`src/hw/rtl/obbct_pkg.sv`:
```
// shared types, constants and the step program for the pair contact tracker
// used by every module of the block but the ram; no dependencies

package obbct_pkg;

  localparam int ID_BITS     = 5;
  localparam int PAIR_BITS   = 2 * ID_BITS;
  localparam int TABLE_DEPTH = 1 << PAIR_BITS;

  localparam int IN_DATA_W  = 224;
  localparam int OUT_DATA_W = 8;

  localparam int STEP_BITS = 5;
  localparam logic [STEP_BITS-1:0] STEP_LAST = 5'd27;

  localparam logic [1:0] EV_NONE  = 2'd0;
  localparam logic [1:0] EV_ENTER = 2'd1;
  localparam logic [1:0] EV_STAY  = 2'd2;
  localparam logic [1:0] EV_EXIT  = 2'd3;

  // multiplier a-side operands
  localparam logic [2:0] A_LC = 3'd0;
  localparam logic [2:0] A_LS = 3'd1;
  localparam logic [2:0] A_RC = 3'd2;
  localparam logic [2:0] A_RS = 3'd3;
  localparam logic [2:0] A_L  = 3'd4;
  localparam logic [2:0] A_R  = 3'd5;
  localparam logic [2:0] A_PM = 3'd6;
  localparam logic [2:0] A_QM = 3'd7;

  // multiplier b-side operands
  localparam logic [3:0] B_LC = 4'd0;
  localparam logic [3:0] B_LS = 4'd1;
  localparam logic [3:0] B_RC = 4'd2;
  localparam logic [3:0] B_RS = 4'd3;
  localparam logic [3:0] B_DX = 4'd4;
  localparam logic [3:0] B_DY = 4'd5;
  localparam logic [3:0] B_E0 = 4'd6;
  localparam logic [3:0] B_E1 = 4'd7;
  localparam logic [3:0] B_E2 = 4'd8;
  localparam logic [3:0] B_E3 = 4'd9;

  // where a finished sum goes
  localparam logic [2:0] D_NONE = 3'd0;
  localparam logic [2:0] D_L    = 3'd1;
  localparam logic [2:0] D_R    = 3'd2;
  localparam logic [2:0] D_P    = 3'd3;
  localparam logic [2:0] D_Q    = 3'd4;
  localparam logic [2:0] D_DIST = 3'd5;
  localparam logic [2:0] D_CMP  = 3'd6;

  typedef struct packed {
    logic [PAIR_BITS-1:0] pair_index;
    logic                 both_enabled;
    logic [23:0]          delta_x;
    logic [23:0]          delta_y;
    logic [15:0]          left_cos;
    logic [15:0]          left_sin;
    logic [23:0]          left_width;
    logic [23:0]          left_height;
    logic [15:0]          right_cos;
    logic [15:0]          right_sin;
    logic [23:0]          right_width;
    logic [23:0]          right_height;
  } item_t;

  typedef struct packed {
    logic [2:0] a_sel;
    logic [3:0] b_sel;
    logic       neg;
    logic       first;
    logic [2:0] dst;
  } ctl_t;

  typedef struct packed {
    logic vld;
    ctl_t ctl;
  } issue_t;

  typedef struct packed {
    logic                 in_ready;
    logic                 start;
    issue_t               issue;
    logic                 clr_we;
    logic [PAIR_BITS-1:0] clr_addr;
    logic                 fin_go;
  } seq_stat_t;

  function automatic ctl_t mk(input logic [2:0] a, input logic [3:0] b,
                              input logic neg, input logic first,
                              input logic [2:0] dst);
    ctl_t c;
    c.a_sel = a;
    c.b_sel = b;
    c.neg   = neg;
    c.first = first;
    c.dst   = dst;
    return c;
  endfunction

  // dot products of the axes, then per axis: distance, reach and compare
  function automatic ctl_t ucode(input logic [STEP_BITS-1:0] step);
    ctl_t c;
    c = mk(A_LC, B_LC, 1'b0, 1'b1, D_NONE);
    case (step)
      5'd0:    c = mk(A_LC, B_LC, 1'b0, 1'b1, D_NONE);
      5'd1:    c = mk(A_LS, B_LS, 1'b0, 1'b0, D_L);
      5'd2:    c = mk(A_RC, B_RC, 1'b0, 1'b1, D_NONE);
      5'd3:    c = mk(A_RS, B_RS, 1'b0, 1'b0, D_R);
      5'd4:    c = mk(A_LC, B_RC, 1'b0, 1'b1, D_NONE);
      5'd5:    c = mk(A_LS, B_RS, 1'b0, 1'b0, D_P);
      5'd6:    c = mk(A_LS, B_RC, 1'b0, 1'b1, D_NONE);
      5'd7:    c = mk(A_LC, B_RS, 1'b1, 1'b0, D_Q);
      5'd8:    c = mk(A_LC, B_DX, 1'b0, 1'b1, D_NONE);
      5'd9:    c = mk(A_LS, B_DY, 1'b0, 1'b0, D_DIST);
      5'd10:   c = mk(A_L,  B_E0, 1'b0, 1'b1, D_NONE);
      5'd11:   c = mk(A_PM, B_E2, 1'b0, 1'b0, D_NONE);
      5'd12:   c = mk(A_QM, B_E3, 1'b0, 1'b0, D_CMP);
      5'd13:   c = mk(A_LS, B_DX, 1'b1, 1'b1, D_NONE);
      5'd14:   c = mk(A_LC, B_DY, 1'b0, 1'b0, D_DIST);
      5'd15:   c = mk(A_L,  B_E1, 1'b0, 1'b1, D_NONE);
      5'd16:   c = mk(A_QM, B_E2, 1'b0, 1'b0, D_NONE);
      5'd17:   c = mk(A_PM, B_E3, 1'b0, 1'b0, D_CMP);
      5'd18:   c = mk(A_RC, B_DX, 1'b0, 1'b1, D_NONE);
      5'd19:   c = mk(A_RS, B_DY, 1'b0, 1'b0, D_DIST);
      5'd20:   c = mk(A_PM, B_E0, 1'b0, 1'b1, D_NONE);
      5'd21:   c = mk(A_QM, B_E1, 1'b0, 1'b0, D_NONE);
      5'd22:   c = mk(A_R,  B_E2, 1'b0, 1'b0, D_CMP);
      5'd23:   c = mk(A_RS, B_DX, 1'b1, 1'b1, D_NONE);
      5'd24:   c = mk(A_RC, B_DY, 1'b0, 1'b0, D_DIST);
      5'd25:   c = mk(A_QM, B_E0, 1'b0, 1'b1, D_NONE);
      5'd26:   c = mk(A_PM, B_E1, 1'b0, 1'b0, D_NONE);
      5'd27:   c = mk(A_R,  B_E3, 1'b0, 1'b0, D_CMP);
      default: c = mk(A_LC, B_LC, 1'b0, 1'b1, D_NONE);
    endcase
    return c;
  endfunction

endpackage

```
`src/hw/rtl/obbct_ram.sv`:
```
// generic single-port-write, single-port-read ram with registered read data
// no dependencies

module obbct_ram #(
  parameter int WIDTH = 1,
  parameter int DEPTH = 1024
) (
  input  logic                     clk,
  input  logic                     we,
  input  logic [$clog2(DEPTH)-1:0] waddr,
  input  logic [WIDTH-1:0]         wdata,
  input  logic [$clog2(DEPTH)-1:0] raddr,
  output logic [WIDTH-1:0]         rdata
);

  logic [WIDTH-1:0] mem [DEPTH];
  logic [WIDTH-1:0] rdata_r;

  always_ff @(posedge clk) begin
    if (we) begin
      mem[waddr] <= wdata;
    end
    rdata_r <= mem[raddr];
  end

  assign rdata = rdata_r;

endmodule

```
`src/hw/rtl/obbct_mac.sv`:
```
// shared multiply-accumulate unit: one registered 33x25 product per cycle,
// accumulator and result registers for the axis test; uses obbct_pkg

module obbct_mac (
  input  logic             clk,
  input  logic             rst_n,
  input  obbct_pkg::item_t item,
  input  obbct_pkg::issue_t issue,
  input  logic             start,
  output logic             sep
);

  import obbct_pkg::*;

  logic signed [32:0] a;
  logic signed [24:0] b;
  logic signed [57:0] prod_r;
  issue_t             ret_r;
  logic signed [58:0] acc_r;
  logic signed [58:0] base;
  logic signed [58:0] sum;
  logic        [58:0] mag;
  logic        [31:0] l_r;
  logic        [31:0] rr_r;
  logic        [31:0] pm_r;
  logic        [31:0] qm_r;
  logic        [40:0] dist_r;
  logic               sep_r;

  always_comb begin
    case (issue.ctl.a_sel)
      A_LC:    a = 33'($signed(item.left_cos));
      A_LS:    a = 33'($signed(item.left_sin));
      A_RC:    a = 33'($signed(item.right_cos));
      A_RS:    a = 33'($signed(item.right_sin));
      A_L:     a = $signed({1'b0, l_r});
      A_R:     a = $signed({1'b0, rr_r});
      A_PM:    a = $signed({1'b0, pm_r});
      A_QM:    a = $signed({1'b0, qm_r});
      default: a = '0;
    endcase
    case (issue.ctl.b_sel)
      B_LC:    b = 25'($signed(item.left_cos));
      B_LS:    b = 25'($signed(item.left_sin));
      B_RC:    b = 25'($signed(item.right_cos));
      B_RS:    b = 25'($signed(item.right_sin));
      B_DX:    b = 25'($signed(item.delta_x));
      B_DY:    b = 25'($signed(item.delta_y));
      B_E0:    b = $signed({1'b0, item.left_width});
      B_E1:    b = $signed({1'b0, item.left_height});
      B_E2:    b = $signed({1'b0, item.right_width});
      B_E3:    b = $signed({1'b0, item.right_height});
      default: b = '0;
    endcase
  end

  always_ff @(posedge clk) begin
    prod_r <= a * b;
    if (!rst_n) begin
      ret_r <= '0;
    end else begin
      ret_r <= issue;
    end
  end

  always_comb begin
    base = ret_r.ctl.first ? 59'sd0 : acc_r;
    sum  = ret_r.ctl.neg ? (base - 59'(prod_r)) : (base + 59'(prod_r));
    mag  = sum[58] ? 59'(-sum) : 59'(sum);
  end

  always_ff @(posedge clk) begin
    if (ret_r.vld) begin
      acc_r <= sum;
      case (ret_r.ctl.dst)
        D_L:     l_r    <= mag[31:0];
        D_R:     rr_r   <= mag[31:0];
        D_P:     pm_r   <= mag[31:0];
        D_Q:     qm_r   <= mag[31:0];
        D_DIST:  dist_r <= mag[40:0];
        default: ;
      endcase
    end
  end

  always_ff @(posedge clk) begin
    if (!rst_n) begin
      sep_r <= 1'b0;
    end else if (start) begin
      sep_r <= 1'b0;
    end else if (ret_r.vld && ret_r.ctl.dst == D_CMP) begin
      if ({3'b0, dist_r, 15'b0} > mag) begin
        sep_r <= 1'b1;
      end
    end
  end

  assign sep = sep_r;

endmodule

```
`src/hw/rtl/obbct_seq.sv`:
```
// sequencer: table clearing pass, step counter over the axis program,
// drain and finish handshake; uses obbct_pkg

module obbct_seq (
  input  logic                  clk,
  input  logic                  rst_n,
  input  logic                  in_valid,
  input  logic                  out_free,
  output obbct_pkg::seq_stat_t  stat
);

  import obbct_pkg::*;

  localparam logic [2:0] ST_CLR   = 3'd0;
  localparam logic [2:0] ST_IDLE  = 3'd1;
  localparam logic [2:0] ST_RUN   = 3'd2;
  localparam logic [2:0] ST_DRAIN = 3'd3;
  localparam logic [2:0] ST_FIN   = 3'd4;

  logic [2:0]           st_r;
  logic [STEP_BITS-1:0] step_r;
  logic [PAIR_BITS-1:0] clr_r;
  logic                 in_fire;

  assign in_fire = in_valid && (st_r == ST_IDLE);

  always_comb begin
    stat.in_ready  = (st_r == ST_IDLE);
    stat.start     = in_fire;
    stat.issue.vld = (st_r == ST_RUN);
    stat.issue.ctl = ucode(step_r);
    stat.clr_we    = (st_r == ST_CLR);
    stat.clr_addr  = clr_r;
    stat.fin_go    = (st_r == ST_FIN) && out_free;
  end

  always_ff @(posedge clk) begin
    if (!rst_n) begin
      st_r   <= ST_CLR;
      step_r <= '0;
      clr_r  <= '0;
    end else begin
      unique case (st_r)
        ST_CLR: begin
          clr_r <= clr_r + 1'b1;
          if (&clr_r) begin
            st_r <= ST_IDLE;
          end
        end
        ST_IDLE: begin
          if (in_fire) begin
            st_r   <= ST_RUN;
            step_r <= '0;
          end
        end
        ST_RUN: begin
          step_r <= step_r + 1'b1;
          if (step_r == STEP_LAST) begin
            st_r <= ST_DRAIN;
          end
        end
        ST_DRAIN: begin
          st_r <= ST_FIN;
        end
        ST_FIN: begin
          if (out_free) begin
            st_r <= ST_IDLE;
          end
        end
        default: begin
          st_r <= ST_CLR;
        end
      endcase
    end
  end

endmodule

```
`src/hw/rtl/obb_pair_contact_tracker.sv`:
```
// top level of the oriented-rectangle pair contact tracker
// uses obbct_pkg, obbct_seq, obbct_mac and obbct_ram
//
// one collider pair enters on the in_ stream; one result leaves on the out_
// stream for every pair. the block runs the separating-axis test over the four
// rectangle axes on a single shared multiply-accumulate unit: 8 dot-product
// steps, then 5 steps per axis (distance and reach), 28 multiplies in all.
// a result is registered in the finish state, after the run and drain states,
// and the next item can only be taken once the sequencer is back in idle;
// in_tready is low while an item is in work.
// a 1024-bit contact table, indexed by the pair, holds whether the pair touched
// last time and turns the test into none, enter, stay or exit.
// after reset the table is cleared in a pass over all 1024 entries with in_tready low.
// the result sits in an output register; while the receiver stalls, the next
// item is accepted and worked on, and then waits for that register to free up.

module obb_pair_contact_tracker (
  input  logic                               clk,
  input  logic                               rst_n,
  input  logic                               in_tvalid,
  output logic                               in_tready,
  // pair_index, delta_x, delta_y, left_cos, left_sin, left_width, left_height,
  // right_cos, right_sin, right_width, right_height, zero fill
  input  logic [obbct_pkg::IN_DATA_W-1:0]    in_tdata,
  // both_enabled
  input  logic                               in_tuser,
  output logic                               out_tvalid,
  input  logic                               out_tready,
  // overlapping, contact_event, zero fill
  output logic [obbct_pkg::OUT_DATA_W-1:0]   out_tdata
);

  import obbct_pkg::*;

  seq_stat_t            stat;
  item_t                item_r;
  logic                 sep;
  logic                 was;
  logic                 hit;
  logic [1:0]           ev;
  logic                 out_free;
  logic                 tab_we;
  logic [PAIR_BITS-1:0] tab_waddr;
  logic                 tab_wdata;
  logic                 out_tvalid_r;
  logic                 ovl_r;
  logic [1:0]           ev_r;

  assign out_free = !out_tvalid_r || out_tready;

  obbct_seq u_seq (
    .clk      (clk),
    .rst_n    (rst_n),
    .in_valid (in_tvalid),
    .out_free (out_free),
    .stat     (stat)
  );

  always_ff @(posedge clk) begin
    if (stat.start) begin
      item_r.pair_index   <= in_tdata[PAIR_BITS-1:0];
      item_r.both_enabled <= in_tuser;
      item_r.delta_x      <= in_tdata[33:10];
      item_r.delta_y      <= in_tdata[57:34];
      item_r.left_cos     <= in_tdata[73:58];
      item_r.left_sin     <= in_tdata[89:74];
      item_r.left_width   <= in_tdata[113:90];
      item_r.left_height  <= in_tdata[137:114];
      item_r.right_cos    <= in_tdata[153:138];
      item_r.right_sin    <= in_tdata[169:154];
      item_r.right_width  <= in_tdata[193:170];
      item_r.right_height <= in_tdata[217:194];
    end
  end

  obbct_mac u_mac (
    .clk   (clk),
    .rst_n (rst_n),
    .item  (item_r),
    .issue (stat.issue),
    .start (stat.start),
    .sep   (sep)
  );

  always_comb begin
    hit = item_r.both_enabled && !sep;
    if (hit) begin
      ev = was ? EV_STAY : EV_ENTER;
    end else begin
      ev = was ? EV_EXIT : EV_NONE;
    end
    tab_we    = stat.clr_we || stat.fin_go;
    tab_waddr = stat.clr_we ? stat.clr_addr : item_r.pair_index;
    tab_wdata = stat.clr_we ? 1'b0 : hit;
  end

  obbct_ram #(
    .WIDTH (1),
    .DEPTH (TABLE_DEPTH)
  ) u_table (
    .clk   (clk),
    .we    (tab_we),
    .waddr (tab_waddr),
    .wdata (tab_wdata),
    .raddr (item_r.pair_index),
    .rdata (was)
  );

  always_ff @(posedge clk) begin
    if (!rst_n) begin
      out_tvalid_r <= 1'b0;
    end else if (stat.fin_go) begin
      out_tvalid_r <= 1'b1;
    end else if (out_tready) begin
      out_tvalid_r <= 1'b0;
    end
    if (stat.fin_go) begin
      ovl_r <= hit;
      ev_r  <= ev;
    end
  end

  assign in_tready  = stat.in_ready;
  assign out_tvalid = out_tvalid_r;
  assign out_tdata  = {{(OUT_DATA_W - 3){1'b0}}, ev_r, ovl_r};

endmodule

```
`config.mk`:
```
export PLATFORM = sky130hd
export DESIGN_NAME = obb_pair_contact_tracker
export DESIGN_NICKNAME = d
export VERILOG_FILES = /design/src/hw/rtl/obbct_pkg.sv /design/src/hw/rtl/obbct_ram.sv /design/src/hw/rtl/obbct_mac.sv /design/src/hw/rtl/obbct_seq.sv /design/src/hw/rtl/obb_pair_contact_tracker.sv
export SDC_FILE = /design/constraint.sdc
export NUM_CORES = 2
export LEC_CHECK = 0
export BUFFER_PORTS_ARGS = -buffer_cell sky130_fd_sc_hd__buf_4
export CAP_MARGIN = 20
export CELL_PAD_IN_SITES_DETAIL_PLACEMENT = 1
export CELL_PAD_IN_SITES_GLOBAL_PLACEMENT = 1
export CORE_MARGIN = 3
export CORE_UTILIZATION = 53
export DETAILED_ROUTE_END_ITERATION = 16
export GPL_TIMING_DRIVEN = 0
export PLACE_DENSITY = 0.88
export SLEW_MARGIN = 20
export SYNTH_ARGS = -nofsm -noshare
export SYNTH_HDL_FRONTEND = slang
export SYNTH_SLANG_ARGS = --single-unit
```
`constraint.sdc`:
```
create_clock -name clk -period 40.5 [get_ports clk]
set_input_delay 8.1 -clock clk [delete_from_list [all_inputs] [get_ports clk]]
set_output_delay 8.1 -clock clk [all_outputs]
set_load 0.01 [all_outputs]
```
### After elaboration in Yosys (flattened, before gate mapping)

Memories as Yosys holds them, arrays and structs flattened. A register that Yosys moved wholly into a read port is not among the register bits.
Index checks and enable logic that the tools add are counted.
W data, S select, Z words.

* $add $sub $neg: 5
* multipliers: 1
* $lt $le $gt $ge: 1
* equal/unequal tests: 31
* mux-type cells: 23
* bitwise logic cells: 1
* reduce and logical (&&, ||, !) cells: 23

Operators with widths (count)
* $pmux W33 S8: 1
* $pmux W25 S10: 1
* $mux W59: 3
* $add A59 B58 Y59: 1
* $gt A56 B59 Y1: 1
* $neg A59 Y59: 1
* $sub A59 B58 Y59: 1
* $mul A33 B25 Y58: 1
* $eq A3 B3 Y1 const B: 8
* $eq A3 B2 Y1 const B: 6
* $eq A4 B3 Y1 const B: 4
* $mux W5: 3
* $pmux W3 S5: 1
* $reduce_and A2 Y1: 7
* $mux W3: 4
* $add A10 B1 Y10 const B: 1
* $mux W10: 1
* $pmux W5 S2: 1
* $reduce_and A10 Y1: 1
* $eq A3 B1 Y1 const B: 3
* $eq A4 B2 Y1 const B: 2
* $eq A4 B4 Y1 const B: 2
* $logic_not A3 Y1: 2
* $mux W2: 3
* 14 further kinds: 26

* flip-flop bits (word level): 534
* RAM bits: 1024
* ROM bits: 384
* input bits: 229
* word-level logic and storage cells: 117
* memories: 2

Memories
* u_table.mem: words 1024, width 1, rd ports 1, clocked after memory_dff 1, wr ports 1, RTL line obbct_ram.sv:16 `logic [WIDTH-1:0] mem [DEPTH];`
* (name not given): words 32, width 12, rd ports 1, clocked after memory_dff 1, wr ports 0, RTL line obbct_pkg.sv:105 `case (step)`

### Longest topological paths before layout

* depth after elaboration: 7
* depth in mapped cells: 37
* mapped depth without buffers: 34

### Modules after synthesis

A second synthesis with hierarchy kept.

* cells, all modules: 8655
* area total of the unflattened synthesis: 100214.9 um2

By module, submodules not included
* obbct_mac: instances 1, cells an instance 5078, area each 46776.1 um2
* obbct_ram: instances 1, cells an instance 3112, area each 44656.6 um2
* obb_pair_contact_tracker: instances 1, cells an instance 249, area each 6935.4 um2
* obbct_seq: instances 1, cells an instance 216, area each 1846.8 um2

### Worst setup path after synthesis

No wires, ideal clock.

* path kind: register to register
* start: reg u_seq.st_r[1]
* end: mem u_table.mem[0], data pin
* data arrival time: 24.648 ns
* required time: 35.534 ns
* setup slack: 10.885 ns
* stages on the path, launching flop included: 6
* path buffers: 3
* period minus slack after synthesis: 29.615 ns
* cell sequence: dfxtp_1 clkbuf_1 nor3_1 clkbuf_1 clkbuf_1 nor2_1

* word-level cells in the longest chain between the ends: 2

Ends and longest elaborated chain
* from (decl): RTL line obbct_seq.sv:20 `logic [2:0] st_r;`
* from (signal assigned): RTL line obbct_seq.sv:39 `st_r <= ST_CLR;`
* from (signal assigned): RTL line obbct_seq.sv:47 `st_r <= ST_IDLE;`
* from (signal assigned): RTL line obbct_seq.sv:52 `st_r <= ST_RUN;`
* $logic_not A3 Y1: RTL line obbct_seq.sv:32 `stat.clr_we = (st_r == ST_CLR);`
* $mux W1: RTL line obb_pair_contact_tracker.sv:94 `tab_wdata = stat.clr_we ? 1'b0 : hit;`
* via tab_wdata: RTL line obb_pair_contact_tracker.sv:44 `logic tab_wdata;`
* to (decl): RTL line obbct_ram.sv:16

The timed path passes the listed nets, and every way through them passes these cells.

### Worst setup path in the final report

* start: reg, netlist name u_seq.stat[21]
* end: reg u_mac.prod_r[54]

* word-level cells in the longest chain between the ends: 3

Ends and longest elaborated chain
* $eq A3 B3 Y1 (tied with other cells): RTL line obbct_mac.sv:31 `case (issue.ctl.a_sel)`
* $pmux W33 S8 *: RTL line obbct_mac.sv:31
* $mul A33 B25 Y58 *: RTL line obbct_mac.sv:58 `prod_r <= a * b;`
* to (signal assigned): RTL line obbct_mac.sv:58
* to (decl): RTL line obbct_mac.sv:17 `logic signed [57:0] prod_r;`

Mark *: on every way between the ends. The rest lies on a longest branch, timed or not.
A chain may end at the register's enable or synchronous reset.

==> summary.md <==
| Metric | Value |
|---|---|
| CTS resizes | 0 |
| Reg2Reg Setup Slack | 27400 ps |
| Flop pwr share | roughly 50% |
| Worst-path fanout max | 10 |
| Final hold slack | about 460 ps |
| Postcts setup bufs | 0 |
| Post-detail-place hpwl | roughly 300000 µm |
| Synth Cell Area | between 90000 and 100000 µm² |
| Proportion of power drawn by combinational gates | 3.3% |
| Via count | about 79000 |
| Worst-Skew Late Latency | between 900 and 1000 ps |
| H-tree lvl count | 4 |
| Sw frac | a little under a quarter |
| Rel. slew slack | under 10% |
| Post-synth ARST share | 0% |
| Final WL | roughly 430000 µm |
| Core ar. | approximately 190000 µm² |
| Worst setup SP type | flip-flop |
| Critical path type | reg2reg |
| Antenna violations before repair | between 50 and 60 |
| Final Hold Vio Count | 0 |
| Synth warn | 0 |
| Most frequent cell after synthesis | nor2_1 |
| Row count | around 160 |
| Hold Buf Count CTS | 0 |
| Initial core utilization | 53.56% |
| Area leader, netlist | edfxtp_1 |
| Worst r2r path cells | 33 |
| Req. time, crit path | around 41000 ps |
| Synth Flop Type | edfxtp_1 |
| Max-capacitance violation count | 0 |
| Yosys cell types | 98 |
| Ports | 239 |
| # DRC | 0 |
| Mapped Avg Cell Area | between 10 and 15 µm² |
| Area occupied by multi-input gates | just under 50000 µm² |
| Pwr/cell area | roughly 31 nW/µm² |
| Final Cycle Share | 32.34% |
| Share of cells above drive strength 1 | 12.23% |
| Pins Over Slew Limit | 0 |
| Post-route ant nets | 0 |
| CP arrival | 13860 ps |
| Largest net degree at the start of global routing | 114 |
| Status | completed |
| Setup-failing EPs final | 0 |
| Final #Nets | roughly 10000 |
| Slowest-stage cell, CP | buf_1 |
| Max Fclk | 76.34 MHz |
| Maximum vdd ir drop | 0.05252 mV |
| Vias/cell | 6.837 |
| P_int | roughly 2.7 mW |
| Yosys top cell area share | about 44% |
| Total global routing overflow | 0 |
| Post-layout min period | about 13000 ps |
| IO Port Bufs | roughly 230 |
| Most used cell, CP | fa_1 |
| Filler cell count | 18700 |
| Area grow syn2layout | 11.86% |
| CTS buffer count | around 160 |
| P_leak | 42.88 nW |
| Die H | 440.0 µm |
| Global Route Usage Sum | 44.77% |
| RSZ-0062 raised after global routing | false |
| Initial DRC count | 12250 |
| Clk buf depth | 3 |
| #FFs+latches synth | around 1600 |
| Least-Margin Pin Slew | between 1000 and 1500 ps |
| Crit-path max cell delay | approximately 800 ps |
| Die X | roughly 440 µm |
| Power, Total | ~3.5 mW |
| Clock power share | between 40% and 50% |
| CP endpoint | u_mac.prod_r[54] |
| Gp weighted congestion | 1.021 |
| Synth Instances | 8394 |
| R2R Path End | u_mac.prod_r[54] |
| Sequential area share after synthesis | a little under half |
| CTS clk-pin slew, worst paths | 70 ps |
| DRT Pass-1 Iters | 10 |
| Storage element area | 46210 µm² |
| Routed len/inst | 37.46 µm |
| CTS Root Buffer Type | clkbuf_16 |
| Sink Count | ~1600 |
| CP endpoint kind | flip-flop |
| Switching power | 0.7952 mW |
| Global-route wire length before repair | just over 600000 µm |
| Die Area | 193600 µm² |
| Commonest cells post-synth | 1575 x nor2_1, 1474 x edfxtp_1, 979 x inv_1, 843 x fa_1, 659 x nand2_1 |
| CTS tree | yes |
| Setup Skew | 106.9 ps |
| Number of flops mapped to enable cells by yosys | roughly 1500 |
| R2r startpoint | u_seq.stat[21] |
| Vias in the first global route | about 83000 |
| Crit. Startpoint | u_seq.stat[21] |
| Hold WC Path Type | reg2reg |
| Leading post-synthesis cells by cell area | edfxtp_1 44%, fa_1 17%, mux4_2 8.3% |
| Setup TNS | 0 ps |
-- sequential cells by signal, indices dropped and copies added (netlist names) --
signal         flops
u_mac.sep          1
u_mac.dist_r      41
ovl_r              1
item_r           219
u_mac.ret_r        6
ev_r               2
u_seq.st_r         3
u_mac.l_r         32
u_mac.rr_r        32
u_mac.pm_r        32
u_seq.clr_r       10
u_mac.acc_r       59
u_seq.step_r       5
u_mac.prod_r      58
u_mac.qm_r        32
out_tvalid         1
u_table.mem     1024
u_table.rdata      1
u_seq.stat        12
-- worst max-delay path: cells and delay by family (launching register included) --
| kind | cells | cell delay, ps |
|---|---|---|
| DFF | 1 | 320 |
| adders and majority gates | 8 | 4210 |
| xor gates and xnor gates | 1 | 170 |
| buffers and inverters | 10 | 3630 |
| and+or+nand+nor | 3 | 1320 |
| AOI/OAI and AO/OA | 11 | 3350 |
-- cell usage in the layout (no fill, tap or decap), drive strengths merged, types with 16 or more instances in the layout --
cell type / n
o21a: 20
or2: 22
or3: 22
buf: 432
clkbuf: 562
nor4: 28
nand3: 66
nor2b: 94
o21bai: 16
xor2: 52
and3: 29
mux2i: 27
a21oi: 240
inv: 990
nand2: 659
a22oi: 96
nand2b: 39
dfxtp: 97
a211oi: 17
diode: 44
o21ai: 176
ha: 265
fa: 843
mux4: 369
a31oi: 30
a21o: 99
xnor2: 171
edfxtp: 1474
nor2: 1576
nor3: 71
clkinv: 57
nand4: 45
and2: 53
-- final cells by class --
cell class | instances | share of cell area, %
Tap cell | 2480 | 2.778
Multi-Input combinational cell | 5347 | 43.33
Antenna cell | 44 | 0.09858
Timing Repair Buffer | 286 | 2.518
Inverter | 981 | 3.304
Clock inverter | 87 | 0.8491
Buffer | 499 | 1.794
Sequential cell | 1571 | 41.37
Clock buffer | 209 | 3.957
-- power groups by stage --
stage,Clock (mW),Combinational [mW],Sequential [mW]
6_report,1.58,0.113,1.76
4_1_cts,1.56,0.105,1.76
5_1_grt,1.63,0.116,1.76
2_1_floorplan,0,0.0474,1.79
3_5_place_dp,0,0.102,1.79
3_3_place_gp,0,0.0945,1.79
-- metal layers --
layer / vias up / wire length (µm) / global-route usage, %
li1: 29510 / - / -
met2: 7313 / 192500 / 68.10
met1: 39150 / 131900 / 48.77
met4: 24 / 53330 / 41.99
met5: - / 261 / 0.9073
met3: 2660 / 52930 / 15.73
-- kinds of logic after synthesis --
group	synth area share, %
xor gates and xnor gates	1.971
other	0.003756
muxes	8.639
adders and majority gates	20.22
DFF	46.28
and+or+nand+nor	11.71
AOI/OAI and AO/OA	5.591
buffers and inverters	5.591
-- through the flow --
step	setup slack, ps	instance area (µm²)	utilization (%)	std cells
3_3_place_gp	-2986	104700	56.15	11110
4_1_cts	27740	111400	59.77	11460
6_report	27400	111700	59.91	11500
2_1_floorplan	10890	99860	-	8398
5_1_grt	27090	111600	59.88	11480
3_5_place_dp	27870	106000	56.89	11160
-- how the worst min path moves through the flow --
stage	cells past startpoint	startpoint	slack [ps]	to
floorplan	1	u_seq.stat[12]	410	u_mac.ret_r[0]
global placement	1	u_seq.stat[14]	420	u_mac.ret_r[2]
detailed placement	1	u_seq.stat[13]	430	u_mac.ret_r[1]
CTS	1	u_seq.stat[12]	450	u_mac.ret_r[0]
global route	1	u_seq.stat[12]	460	u_mac.ret_r[0]
finish	1	u_seq.stat[12]	460	u_mac.ret_r[0]
No activity file was read; power rests on OpenSTA's default activity.
